**src/hw/rtl/tts_pkg.sv**
```systemverilog
// ---------------------------------------------------------------------------
// tts_pkg: shared types and constants of the tick task scheduler table
// Holds the table geometry, operation, status and error codes, the command
// and result words, and the token that walks the row of slot cells.
// ---------------------------------------------------------------------------
`default_nettype none

package tts_pkg;

	// Table geometry
	localparam int NUM_SLOTS = 8;
	localparam int TIME_BITS = 16;
	localparam int MAX_RES   = 8;
	localparam int SLOT_W    = (NUM_SLOTS > 1) ? $clog2(NUM_SLOTS) : 1;
	localparam int CNT_W     = $clog2(MAX_RES + 1);

	// Operation codes
	localparam logic [2:0] OP_TICK      = 3'd0;
	localparam logic [2:0] OP_ADD       = 3'd1;
	localparam logic [2:0] OP_DELETE    = 3'd2;
	localparam logic [2:0] OP_DISP_ALL  = 3'd3;
	localparam logic [2:0] OP_DISP_SLOT = 3'd4;
	localparam logic [2:0] OP_REFRESH   = 3'd5;

	// Result status codes
	localparam logic [1:0] ST_OK    = 2'd0;
	localparam logic [1:0] ST_FULL  = 2'd1;
	localparam logic [1:0] ST_EMPTY = 2'd2;

	// Sticky error codes
	localparam logic [1:0] ERR_NONE      = 2'd0;
	localparam logic [1:0] ERR_TOO_MANY  = 2'd1;
	localparam logic [1:0] ERR_NO_DELETE = 2'd2;

	typedef logic [TIME_BITS-1:0] tick_t;
	typedef logic [SLOT_W-1:0]    pos_t;
	typedef logic [CNT_W-1:0]     cnt_t;

	// Command word
	typedef struct packed {
		logic [2:0]  op;
		logic [2:0]  slot;
		logic [7:0]  task_id;
		logic [15:0] start_delay;
		logic [15:0] run_period;
	} cmd_t;

	// Result word
	typedef struct packed {
		logic [2:0] result_slot;
		logic [7:0] result_task;
		logic [1:0] status;
		logic       ready_res;
		logic [1:0] error_state;
		logic       last;
	} res_t;

	// Contents of one slot
	typedef struct packed {
		logic       used;
		logic [7:0] task_id;
		tick_t      delay;
		tick_t      period;
		logic [7:0] pending;
	} slot_t;

	// Command token handed from cell to cell
	typedef struct packed {
		logic       valid;
		logic [2:0] op;
		logic [2:0] slot;
		logic [7:0] task_id;
		tick_t      delay;
		tick_t      period;
		pos_t       pos;
		logic       found;
		logic [2:0] res_slot;
		logic [7:0] res_task;
		cnt_t       cnt;
	} tok_t;

	// Dispatch report from one cell
	typedef struct packed {
		logic       valid;
		logic [2:0] slot;
		logic [7:0] task_id;
	} emit_t;

	// Time value kept in TIME_BITS bits
	function automatic tick_t to_tick(input logic [15:0] v);
		return TIME_BITS'(v);
	endfunction

	// Low three bits of a cell position
	function automatic logic [2:0] to_slot3(input pos_t p);
		return 3'(p);
	endfunction

	// True when the addressed slot is this cell; out-of-range never matches
	function automatic logic slot_match(input logic [2:0] s, input pos_t p);
		return int'(s) == int'(p);
	endfunction

endpackage

`default_nettype wire

```
**src/hw/rtl/tts_cell.sv**
```systemverilog
// ---------------------------------------------------------------------------
// tts_cell: one slot of the scheduler table
// Holds one slot, applies the passing command token to it, hands the token
// on to the next cell and reports a dispatch hit for dispatch-all.
// ---------------------------------------------------------------------------
`default_nettype none

module tts_cell (
	input  wire logic           clk,
	input  wire logic           arst_n,
	input  wire tts_pkg::tok_t  tok_in,
	output tts_pkg::tok_t       tok_out,
	output tts_pkg::emit_t      emit
);

	tts_pkg::slot_t st_q, st_d;
	tts_pkg::tok_t  tok_q, tok_d;
	tts_pkg::emit_t emit_q, emit_d;
	logic           match;
	logic           ready;

	assign match = tts_pkg::slot_match(tok_in.slot, tok_in.pos);
	assign ready = st_q.used && (st_q.pending != 8'd0);

	// Apply the token to this slot
	always_comb begin
		st_d        = st_q;
		tok_d       = tok_in;
		tok_d.pos   = tts_pkg::pos_t'(tok_in.pos + 1'b1);
		emit_d      = '0;
		if (tok_in.valid) begin
			unique case (tok_in.op)
				tts_pkg::OP_TICK: begin
					if (st_q.used) begin
						if (st_q.delay == '0) begin
							if (st_q.pending != 8'hFF) st_d.pending = st_q.pending + 8'd1;
							if (st_q.period != '0) st_d.delay = st_q.period;
						end else begin
							st_d.delay = st_q.delay - 1'b1;
						end
					end
				end
				tts_pkg::OP_ADD: begin
					if (!tok_in.found && !st_q.used) begin
						st_d.used      = 1'b1;
						st_d.task_id   = tok_in.task_id;
						st_d.delay     = tok_in.delay;
						st_d.period    = tok_in.period;
						st_d.pending   = 8'd0;
						tok_d.found    = 1'b1;
						tok_d.res_slot = tts_pkg::to_slot3(tok_in.pos);
					end
				end
				tts_pkg::OP_DELETE: begin
					if (match) begin
						tok_d.found  = st_q.used;
						st_d.used    = 1'b0;
						st_d.pending = 8'd0;
					end
				end
				tts_pkg::OP_DISP_ALL: begin
					if (ready && (int'(tok_in.cnt) < tts_pkg::MAX_RES)) begin
						emit_d.valid   = 1'b1;
						emit_d.slot    = tts_pkg::to_slot3(tok_in.pos);
						emit_d.task_id = st_q.task_id;
						tok_d.cnt      = tts_pkg::cnt_t'(tok_in.cnt + 1'b1);
						st_d.pending   = st_q.pending - 8'd1;
						if (st_q.period == '0) st_d.used = 1'b0;
					end
				end
				tts_pkg::OP_DISP_SLOT: begin
					if (match && ready) begin
						tok_d.found    = 1'b1;
						tok_d.res_task = st_q.task_id;
						st_d.pending   = st_q.pending - 8'd1;
						if (st_q.period == '0) st_d.used = 1'b0;
					end
				end
				tts_pkg::OP_REFRESH: begin
					if (match && st_q.used) begin
						st_d.delay   = st_q.period;
						st_d.pending = 8'd0;
					end
				end
				default: begin
				end
			endcase
		end
	end

	// Hold slot state, pass the token on
	always_ff @(posedge clk or negedge arst_n) begin
		if (!arst_n) begin
			st_q   <= '0;
			tok_q  <= '0;
			emit_q <= '0;
		end else begin
			st_q   <= st_d;
			tok_q  <= tok_d;
			emit_q <= emit_d;
		end
	end

	assign tok_out = tok_q;
	assign emit    = emit_q;

endmodule

`default_nettype wire

```
**src/hw/rtl/tts_chain.sv**
```systemverilog
// ---------------------------------------------------------------------------
// tts_chain: row of slot cells
// Links the cells in index order and merges their dispatch reports; only
// one token walks the row, so at most one cell reports in any cycle.
// ---------------------------------------------------------------------------
`default_nettype none

module tts_chain (
	input  wire logic           clk,
	input  wire logic           arst_n,
	input  wire tts_pkg::tok_t  tok_in,
	output tts_pkg::tok_t       tok_out,
	output tts_pkg::emit_t      emit
);

	tts_pkg::tok_t  tok_w  [tts_pkg::NUM_SLOTS+1];
	tts_pkg::emit_t emit_w [tts_pkg::NUM_SLOTS];

	assign tok_w[0] = tok_in;

	// Build the row
	for (genvar g = 0; g < tts_pkg::NUM_SLOTS; g++) begin : g_cell
		tts_cell u_cell (
			.clk     (clk),
			.arst_n  (arst_n),
			.tok_in  (tok_w[g]),
			.tok_out (tok_w[g+1]),
			.emit    (emit_w[g])
		);
	end

	// Merge reports; idle cells drive zero
	always_comb begin
		emit = '0;
		for (int i = 0; i < tts_pkg::NUM_SLOTS; i++) begin
			emit = emit | emit_w[i];
		end
	end

	assign tok_out = tok_w[tts_pkg::NUM_SLOTS];

endmodule

`default_nettype wire

```
**src/hw/rtl/tick_task_scheduler_table_unit.sv**
```systemverilog
// ---------------------------------------------------------------------------
// tick_task_scheduler_table_unit: tick-driven task scheduler table
// Command port, slot cell row, result assembly and sticky error register.
// ---------------------------------------------------------------------------
// A command word is taken when start is high and busy is low. The command
// walks the row of slot cells one cell per cycle; busy stays high until the
// final result is shown and drops with it, so the next command may be taken
// at the end of that cycle. Each result word is shown for one cycle with
// res_valid high and cannot be held off. Tick, add, delete, dispatch-slot
// and refresh give one result; dispatch-all gives one per ready slot in
// index order (at most eight), or a single not-ready result. The word with
// last set ends each command. The table is empty after reset.
// ---------------------------------------------------------------------------
`default_nettype none

module tick_task_scheduler_table_unit (
	input  wire logic           clk,
	input  wire logic           arst_n,
	input  wire logic           start,
	output logic                busy,
	input  wire tts_pkg::cmd_t  cmd,
	output logic                res_valid,
	output tts_pkg::res_t       res
);

	tts_pkg::tok_t  tok_s0;
	tts_pkg::tok_t  chain_out;
	tts_pkg::tok_t  fin_q;
	tts_pkg::emit_t emit;
	tts_pkg::emit_t hold_q;
	tts_pkg::res_t  res_q;
	tts_pkg::res_t  fin_res;
	logic [1:0]     sticky_q;
	logic [1:0]     sticky_d;
	logic           busy_q;
	logic           res_valid_q;
	logic           accept;

	assign accept = start && !busy_q;

	tts_chain u_chain (
		.clk     (clk),
		.arst_n  (arst_n),
		.tok_in  (tok_s0),
		.tok_out (chain_out),
		.emit    (emit)
	);

	// Build the final word of a command
	always_comb begin
		fin_res             = '0;
		fin_res.last        = 1'b1;
		fin_res.status      = tts_pkg::ST_OK;
		sticky_d            = sticky_q;
		unique case (fin_q.op)
			tts_pkg::OP_ADD: begin
				if (fin_q.found) begin
					fin_res.result_slot = fin_q.res_slot;
					fin_res.result_task = fin_q.task_id;
				end else begin
					fin_res.status = tts_pkg::ST_FULL;
					sticky_d       = tts_pkg::ERR_TOO_MANY;
				end
			end
			tts_pkg::OP_DELETE: begin
				fin_res.result_slot = fin_q.slot;
				if (!fin_q.found) begin
					fin_res.status = tts_pkg::ST_EMPTY;
					sticky_d       = tts_pkg::ERR_NO_DELETE;
				end
			end
			tts_pkg::OP_DISP_ALL: begin
				if (hold_q.valid) begin
					fin_res.result_slot = hold_q.slot;
					fin_res.result_task = hold_q.task_id;
					fin_res.ready_res   = 1'b1;
				end
			end
			tts_pkg::OP_DISP_SLOT: begin
				fin_res.result_slot = fin_q.slot;
				if (fin_q.found) begin
					fin_res.result_task = fin_q.res_task;
					fin_res.ready_res   = 1'b1;
				end
			end
			tts_pkg::OP_REFRESH: begin
				fin_res.result_slot = fin_q.slot;
			end
			default: begin
			end
		endcase
		fin_res.error_state = sticky_d;
	end

	// Control and payload: launch, hold one report back, finish
	always_ff @(posedge clk or negedge arst_n) begin
		if (!arst_n) begin
			busy_q      <= 1'b0;
			tok_s0      <= '0;
			fin_q       <= '0;
			hold_q      <= '0;
			res_q       <= '0;
			res_valid_q <= 1'b0;
			sticky_q    <= tts_pkg::ERR_NONE;
		end else begin
			tok_s0.valid <= accept;
			if (accept) begin
				tok_s0.op       <= cmd.op;
				tok_s0.slot     <= cmd.slot;
				tok_s0.task_id  <= cmd.task_id;
				tok_s0.delay    <= tts_pkg::to_tick(cmd.start_delay);
				tok_s0.period   <= tts_pkg::to_tick(cmd.run_period);
				tok_s0.pos      <= '0;
				tok_s0.found    <= 1'b0;
				tok_s0.res_slot <= 3'd0;
				tok_s0.res_task <= 8'd0;
				tok_s0.cnt      <= '0;
			end
			fin_q <= chain_out;
			if (fin_q.valid) begin
				busy_q       <= 1'b0;
				res_valid_q  <= 1'b1;
				sticky_q     <= sticky_d;
				hold_q.valid <= 1'b0;
				res_q        <= fin_res;
			end else begin
				if (accept) busy_q <= 1'b1;
				if (emit.valid) begin
					// release the report held back; a newer one follows
					res_valid_q       <= hold_q.valid;
					hold_q            <= emit;
					res_q.result_slot <= hold_q.slot;
					res_q.result_task <= hold_q.task_id;
					res_q.status      <= tts_pkg::ST_OK;
					res_q.ready_res   <= 1'b1;
					res_q.error_state <= sticky_q;
					res_q.last        <= 1'b0;
				end else begin
					res_valid_q <= 1'b0;
				end
			end
		end
	end

	assign busy      = busy_q;
	assign res_valid = res_valid_q;
	assign res       = res_q;

endmodule

`default_nettype wire

```
**config.mk**
```make
export PLATFORM = sky130hd
export DESIGN_NAME = tick_task_scheduler_table_unit
export DESIGN_NICKNAME = d
export VERILOG_FILES = /design/src/hw/rtl/tts_pkg.sv /design/src/hw/rtl/tts_cell.sv /design/src/hw/rtl/tts_chain.sv /design/src/hw/rtl/tick_task_scheduler_table_unit.sv
export SDC_FILE = /design/constraint.sdc
export NUM_CORES = 2
export LEC_CHECK = 0
export ABC_AREA = 1
export BUFFER_PORTS_ARGS = -buffer_cell sky130_fd_sc_hd__buf_4
export CAP_MARGIN = 5
export CORE_AREA = 2 2 351 353
export DETAILED_ROUTE_END_ITERATION = 7
export DIE_AREA = 0 0 353 355
export PLACE_DENSITY = 0.52
export SKIP_LAST_GASP = 1
export SLEW_MARGIN = 20
export SYNTH_ARGS = -nofsm -noshare
export SYNTH_HDL_FRONTEND = slang
export SYNTH_SLANG_ARGS = --single-unit
```
**constraint.sdc**
```tcl
create_clock -name clk -period 3.5 [get_ports clk]
set_input_delay 0.7 -clock clk [delete_from_list [all_inputs] [get_ports clk]]
set_output_delay 0.7 -clock clk [all_outputs]
set_load 0.005 [all_outputs]
```
* After elaboration in Yosys (flattened, before gate mapping)
Cells that the tools add are included.
** Storage, ports and cells
- Flip-flop bits (word level) :: 1081
- Bits in latches :: 0
- RAM bits :: 0
- ROM bits :: 0
- Input port bits :: 49
- Output and inout bits :: 19
- Logic and storage cells :: 791
- Memories kept :: 0
** Operators by class
- Add/sub/neg operators :: 37
- Multipliers :: 0
- Divide/modulo/power cells :: 0
- Magnitude comparators :: 7
- Equality and inequality tests :: 132
- Shifts and indexed selects :: 0
- Multiplexer cells :: 278
- Bitwise logic cells :: 8
- Reductions and logical operators :: 156
** Operators with widths (number)
- two-way mux 16 bit :: 40
- two-way mux 8 bit :: 73
- two-way mux 49 bit :: 8
- case mux 16 bit (3 select lines) :: 8
- case mux 8 bit (6 select lines) :: 8
- two-way mux 12 bit :: 25
- zero test 16 bit :: 16
- inequality test 2 bit, second input constant :: 64
- nonzero test 16 bit :: 8
- subtractor 16 x 1 -> 16 bit, second input constant :: 8
- AND reduction 6 bit :: 16
- two-way mux 4 bit :: 23
- OR 12 bit :: 7
- AND reduction 10 bit :: 8
- adder 8 x 1 -> 8 bit, second input constant :: 8
- inequality test 8 bit, second input constant :: 8
- nonzero test 8 bit :: 8
- subtractor 8 x 1 -> 8 bit, second input constant :: 8
- two-way mux 1 bit :: 57
- equality test 3 x 2 -> 1 bit, second input constant :: 18
- equality test 3 bit, second input constant :: 18
- nonzero test 6 bit :: 8
- logical AND 1 bit :: 39
- two-way mux 17 bit :: 2
- other kinds (27) :: 132

* Logic depth before layout (Yosys ltp)
- Depth after elaboration :: 9
- Gate-level depth with buffers :: 16
- Depth with buffers taken out :: 15

* Cells and area by module
A second synthesis with hierarchy kept.
** Unflattened totals
- Cells, all modules :: 6182
- Area total of the unflattened synthesis :: 52202.6 um^2
** Modules (own cells, without submodules)
- tts_cell at u_chain.g_cell[0].u_cell ... :: times used 4, cells each 691, area an instance 5869.4 um^2, seq. area each 3178.0 um^2
- tts_cell at u_chain.g_cell[5].u_cell :: times used 1, cells each 697, area an instance 6113.4 um^2, seq. area each 3178.0 um^2
- tts_cell at u_chain.g_cell[7].u_cell :: times used 1, cells each 686, area an instance 5954.5 um^2, seq. area each 3178.0 um^2
- tts_cell at u_chain.g_cell[6].u_cell :: times used 1, cells each 691, area an instance 5929.4 um^2, seq. area each 3178.0 um^2
- tts_cell at u_chain.g_cell[4].u_cell :: times used 1, cells each 693, area an instance 5863.1 um^2, seq. area each 3178.0 um^2
- tick_task_scheduler_table_unit :: times used 1, cells each 471, area an instance 4189.0 um^2, seq. area each 2677.6 um^2
- tts_chain :: times used 1, cells each 180, area an instance 675.6 um^2, seq. area each 0.0 um^2

* Worst setup path after synthesis
OpenSTA, ideal clock, no wires.
- Path kind :: register to register
- Start :: register tok_s0[64] in the netlist's numbering
- End :: register u_chain.g_cell[0].u_cell.st_q[6] in the netlist's numbering
- Library setup time :: 65 ps
- Data arrival time :: 2154 ps
- Data required time :: 3435 ps
- Setup slack :: 1281 ps
- Stages on the path, launching flop included :: 15
- Buffers on the path :: 2
- Period minus slack after synthesis :: 2219 ps
- Path through :: dfrtp_1 -> buf_4 -> inv_1 -> buf_4 -> nand3_1 -> nand2_1 -> inv_1 -> fa_1 -> inv_1 -> nand4_1 -> nand3_1 -> nand2_1 -> a21oi_1 -> nand2_1 -> nand2_1
** Between the ends
- Cells in the longest elaborated chain, start to end :: 3
- Elaborated cells on any way between the ends :: 17
- Classes of those cells :: eq/ne: 13; mux: 1; reduce/logical: 3
** Ends and longest elaborated chain
- from (decl) :: line tick_task_scheduler_table_unit.sv:26 : tts_pkg::tok_t tok_s0;
- equality test 3 bit (tied with other cells) :: line tts_cell.sv:32 : unique case (tok_in.op)
- nonzero test 6 bit (no line) or inequality test 2 bit (tied branches)
- AND reduction 10 bit (no line)
- to (signal assigned) :: line tts_cell.sv:98 : st_q <= st_d;
- to (decl) :: line tts_cell.sv:16 : tts_pkg::slot_t st_q, st_d;
Several ways; a longest one is shown, not always the timed one.
A chain may end at the register's enable or synchronous reset.

* Worst setup path after layout
- Start :: register u_chain.g_cell[3].u_cell.tok_q (netlist bit u_chain.g_cell[3].u_cell.tok_out[63])
- End :: register u_chain.g_cell[4].u_cell.st_q[25] in the netlist's numbering
** Between the ends
- Cells in the longest elaborated chain, start to end :: 3
- Elaborated cells on any way between the ends :: 10
- Classes of those cells :: eq/ne: 6; mux: 1; reduce/logical: 3
** Ends and longest elaborated chain
- from (decl) :: line tts_cell.sv:17 : tts_pkg::tok_t tok_q, tok_d;
- from (signal assigned) :: line tts_cell.sv:99 : tok_q <= tok_d;
- equality test 3 bit (tied with other cells) :: line tts_cell.sv:32
- inequality test 2 bit (no line) (tied with other cells)
- AND reduction 6 bit (no line)
- to (signal assigned) :: line tts_cell.sv:98
- to (decl) :: line tts_cell.sv:16
Several ways; a longest one is shown, not always the timed one.

==> results_dict.tcl <==
set metrics [dict create \
    antenna_found_initial 0 \
    synth_top_family_by_area "simple AND/OR/NAND/NOR gates" \
    cts_buffer_depth 3 \
    initial_utilization_pct 39.8 \
    ctsHtreeMaxLevel 3 \
    worst_pin_slew_ns 0.988 \
    fin_crit_sh_pct 74.3 \
    yosysWarnings 0 \
    die_x_microns 353 \
    synth_top_area_share_pct 54.8 \
    crit_end "u_chain.g_cell[4].u_cell.st_q[25]" \
    synth_fp_nets 5874 \
    ir_drop_v 0.000471 \
    pin_count 68 \
    routedWlPerCell_microns 16.8 \
    drt_iter0_drc 3077 \
    critPathArrivalTime_ns 3.26 \
    synthCells 5743 \
    whs_ns 0.184 \
    vias 37200 \
    yosysSeqAreaShare_pct 54.8 \
    numCtsBuffers 112 \
    antenna_left 0 \
    port_buffers 67 \
    grt-ovfl-total 0 \
    drv_slew 0 \
    area_growth_pct 13.4 \
    end_kind "flip-flop" \
    start_kind "flip-flop" \
    gp_congestion 0.895 \
    hpwl_mm 95.3 \
    cts.sinks 1059 \
    synth_simple_gate_area_share_pct 27.1 \
    power_leakage_nw 28.1 \
    grt_setup_unrepaired "false" \
    status "completed" \
    grt_pass1_wl_mm 207 \
    synth_xor_area_share_pct 1.14 \
    vias_per_cell 4.91 \
    async_reset_ff_share_pct 100 \
    max-cap-violations 0 \
    crit_type "flip-flop to flip-flop" \
    fin_nets 5996 \
    drc 0 \
    r2r-start "u_chain.g_cell[3].u_cell.tok_out[63]" \
    grt_max_degree 102 \
    synth_area_leaders "dfrtp_1, nand2_1, nor2_1" \
    setup_viol 0 \
    synth-compound-area-share_pct 7.28 \
    r2r_end "u_chain.g_cell[4].u_cell.st_q[25]" \
    synth_edf_count 0 \
    worst_clock_skew_ns 0.0410 \
    grt_usage_pct 20.6 \
    die_area_sq_um 125000 \
    cts_root_buf "clkbuf_16" \
    powerDensity_nw_per_um2 878 \
    final_cell_mix "nand2_1, dfrtp_1, nor2_1, inv_1, nand3_1" \
    synth_ff_type "dfrtp_1" \
    dp_cells 7375 \
    max_freq_mhz 384 \
    cts_tree "done" \
    yosysUniqueCellTypes 51 \
    synth_fa_ha_area_share_pct 2.25 \
    grt_pass1_vias 36600 \
    yosysTopAreaCell "dfrtp_1" \
    path_clk_slew_ns 0.06 \
    hold_class "input port to flip-flop" \
    critical_path_peak_fanout 18 \
    layout_min_cycle_time_ns 2.60 \
    critPathLaunch "u_chain.g_cell[3].u_cell.tok_out[63]" \
    num_rows 128 \
    postLayoutCellArea_sq_um 54800 \
    finalHoldViolations 0 \
    clk_latency_ns 0.74 \
    ff2ff_path_depth 10 \
    reg2reg_slack_ns 0.90 \
    syn-cell-area_sq_um 48300 \
    final_common_cell "nand2_1" \
    core_sq_um 121000 \
    final_core_util_pct 45.1 \
    fp.dieH_microns 355 \
    dpl_cell_area_sq_um 50900 \
    slew_headroom_pct 33.9 \
    cts_setup_buffers 0 \
    synth-seq-cells 1059 \
    syn-mean-instance-area_sq_um 8.41 \
    n_antenna_cell 0 \
    drt-total-wl_mm 127 \
    required_ns 4.16 \
    fin_cells 7586 \
    dr.pass1.iters 5 \
    drive_gt1_share_pct 8.25 \
    fin_setup_tns_ns 0 \
    synthMuxAreaShare_pct 1.51 \
]
## power by group
group	switching, mW	internal [mW]	total, mW
registers	3.62	15.8	19.4
clock network	5.11	7.07	12.2
logic	10.9	5.65	16.5
total	19.6	28.5	48.1
## worst min path at each step
| stage | end | start | cells past startpoint |
|---|---|---|---|
| 6_report | tok_s0[50] | cmd[31] | 3 |
| 5_1_grt | tok_s0[41] | cmd[22] | 3 |
| 4_1_cts | tok_s0[41] | cmd[22] | 3 |
| 3_5_place_dp | fin_q[10] | u_chain.g_cell[7].u_cell.tok_out[10] | 0 |
| 3_3_place_gp | fin_q[56] | u_chain.g_cell[7].u_cell.tok_out[56] | 0 |
| 2_1_floorplan | fin_q[10] | u_chain.g_cell[7].u_cell.tok_out[10] | 0 |
## through the flow
step           power, mW  worst slack [ns]
6_report            48.1             0.899
5_1_grt             52.1             0.569
4_1_cts             48.4             0.895
3_5_place_dp        36.0             0.919
3_3_place_gp        35.9             0.936
2_1_floorplan       30.5              1.28
## state kept, by name, summed over array words and instances, names as in the netlist
register	cells
fin_q	27
res_valid	1
res	17
u_chain.g_cell.u_cell.tok_out	470
u_chain.g_cell.u_cell.st_q	392
tok_s0	47
busy	1
u_chain.g_cell.u_cell.emit	90
hold_q	12
sticky_q	2
## worst max-delay path, cell delays in order, from the launching register on
cell,delay [ns]
dfrtp_1,0.48
inv_1,0.11
nand2_1,0.05
buf_4,0.21
nor2_1,0.71
nand2_1,0.15
nand2_2,0.19
nor2_1,0.06
nand2_1,0.39
nand2_1,0.10
nand2_1,0.09
## Yosys cell counts, types with 18 or more instances
cell / number
xor2_1: 30
clkbuf_1: 53
xnor2_1: 33
nor3_1: 32
a21oi_1: 170
o21ai_0: 263
nand3_1: 420
mux2_2: 53
dfrtp_1: 1059
nor4_1: 18
nand3b_1: 26
a22oi_1: 94
buf_2: 43
inv_2: 23
inv_1: 569
nor2_2: 18
nand2_1: 1745
a21oi_2: 23
nor2_1: 744
o211ai_1: 22
ha_1: 74
nand4_1: 84
## area by class of cell
cell class / instances / area [sq um]
well taps: 1625 / 2030
flip-flops and latches: 1059 / 26500
repair buffers: 129 / 1170
clock buffers: 161 / 3230
inverters: 596 / 2240
multi-input cells: 3967 / 19000
clock inverters: 49 / 651
fillers: 12200 / 66600
## cells by family after synthesis
group	count (synthesis)
adder cells (fa/ha/maj)	82
other	1
flip-flops	1059
multiplexers	64
XOR/XNOR	63
buffers and inverters	717
AO/OA/AOI/OAI	612
AND/OR/NAND/NOR	3145
## timing repair
action / in CTS / in global routing
hold buffers: 1 / 0
endpoints found under the hold margin: 47 / 0
resized for setup: 0 / 0
## per-layer routing
layer | vias to the layer above | global-route usage, % | part of all wire, %
li1 | 18600 | - | -
met1 | 17800 | 28.4 | 47
met2 | 697 | 34.2 | 47
met3 | 170 | 2.83 | 3.6
met4 | 0 | 5.22 | 2.3
met5 | - | 0 | 0
Note: power is estimated with default switching activity, not from simulation.
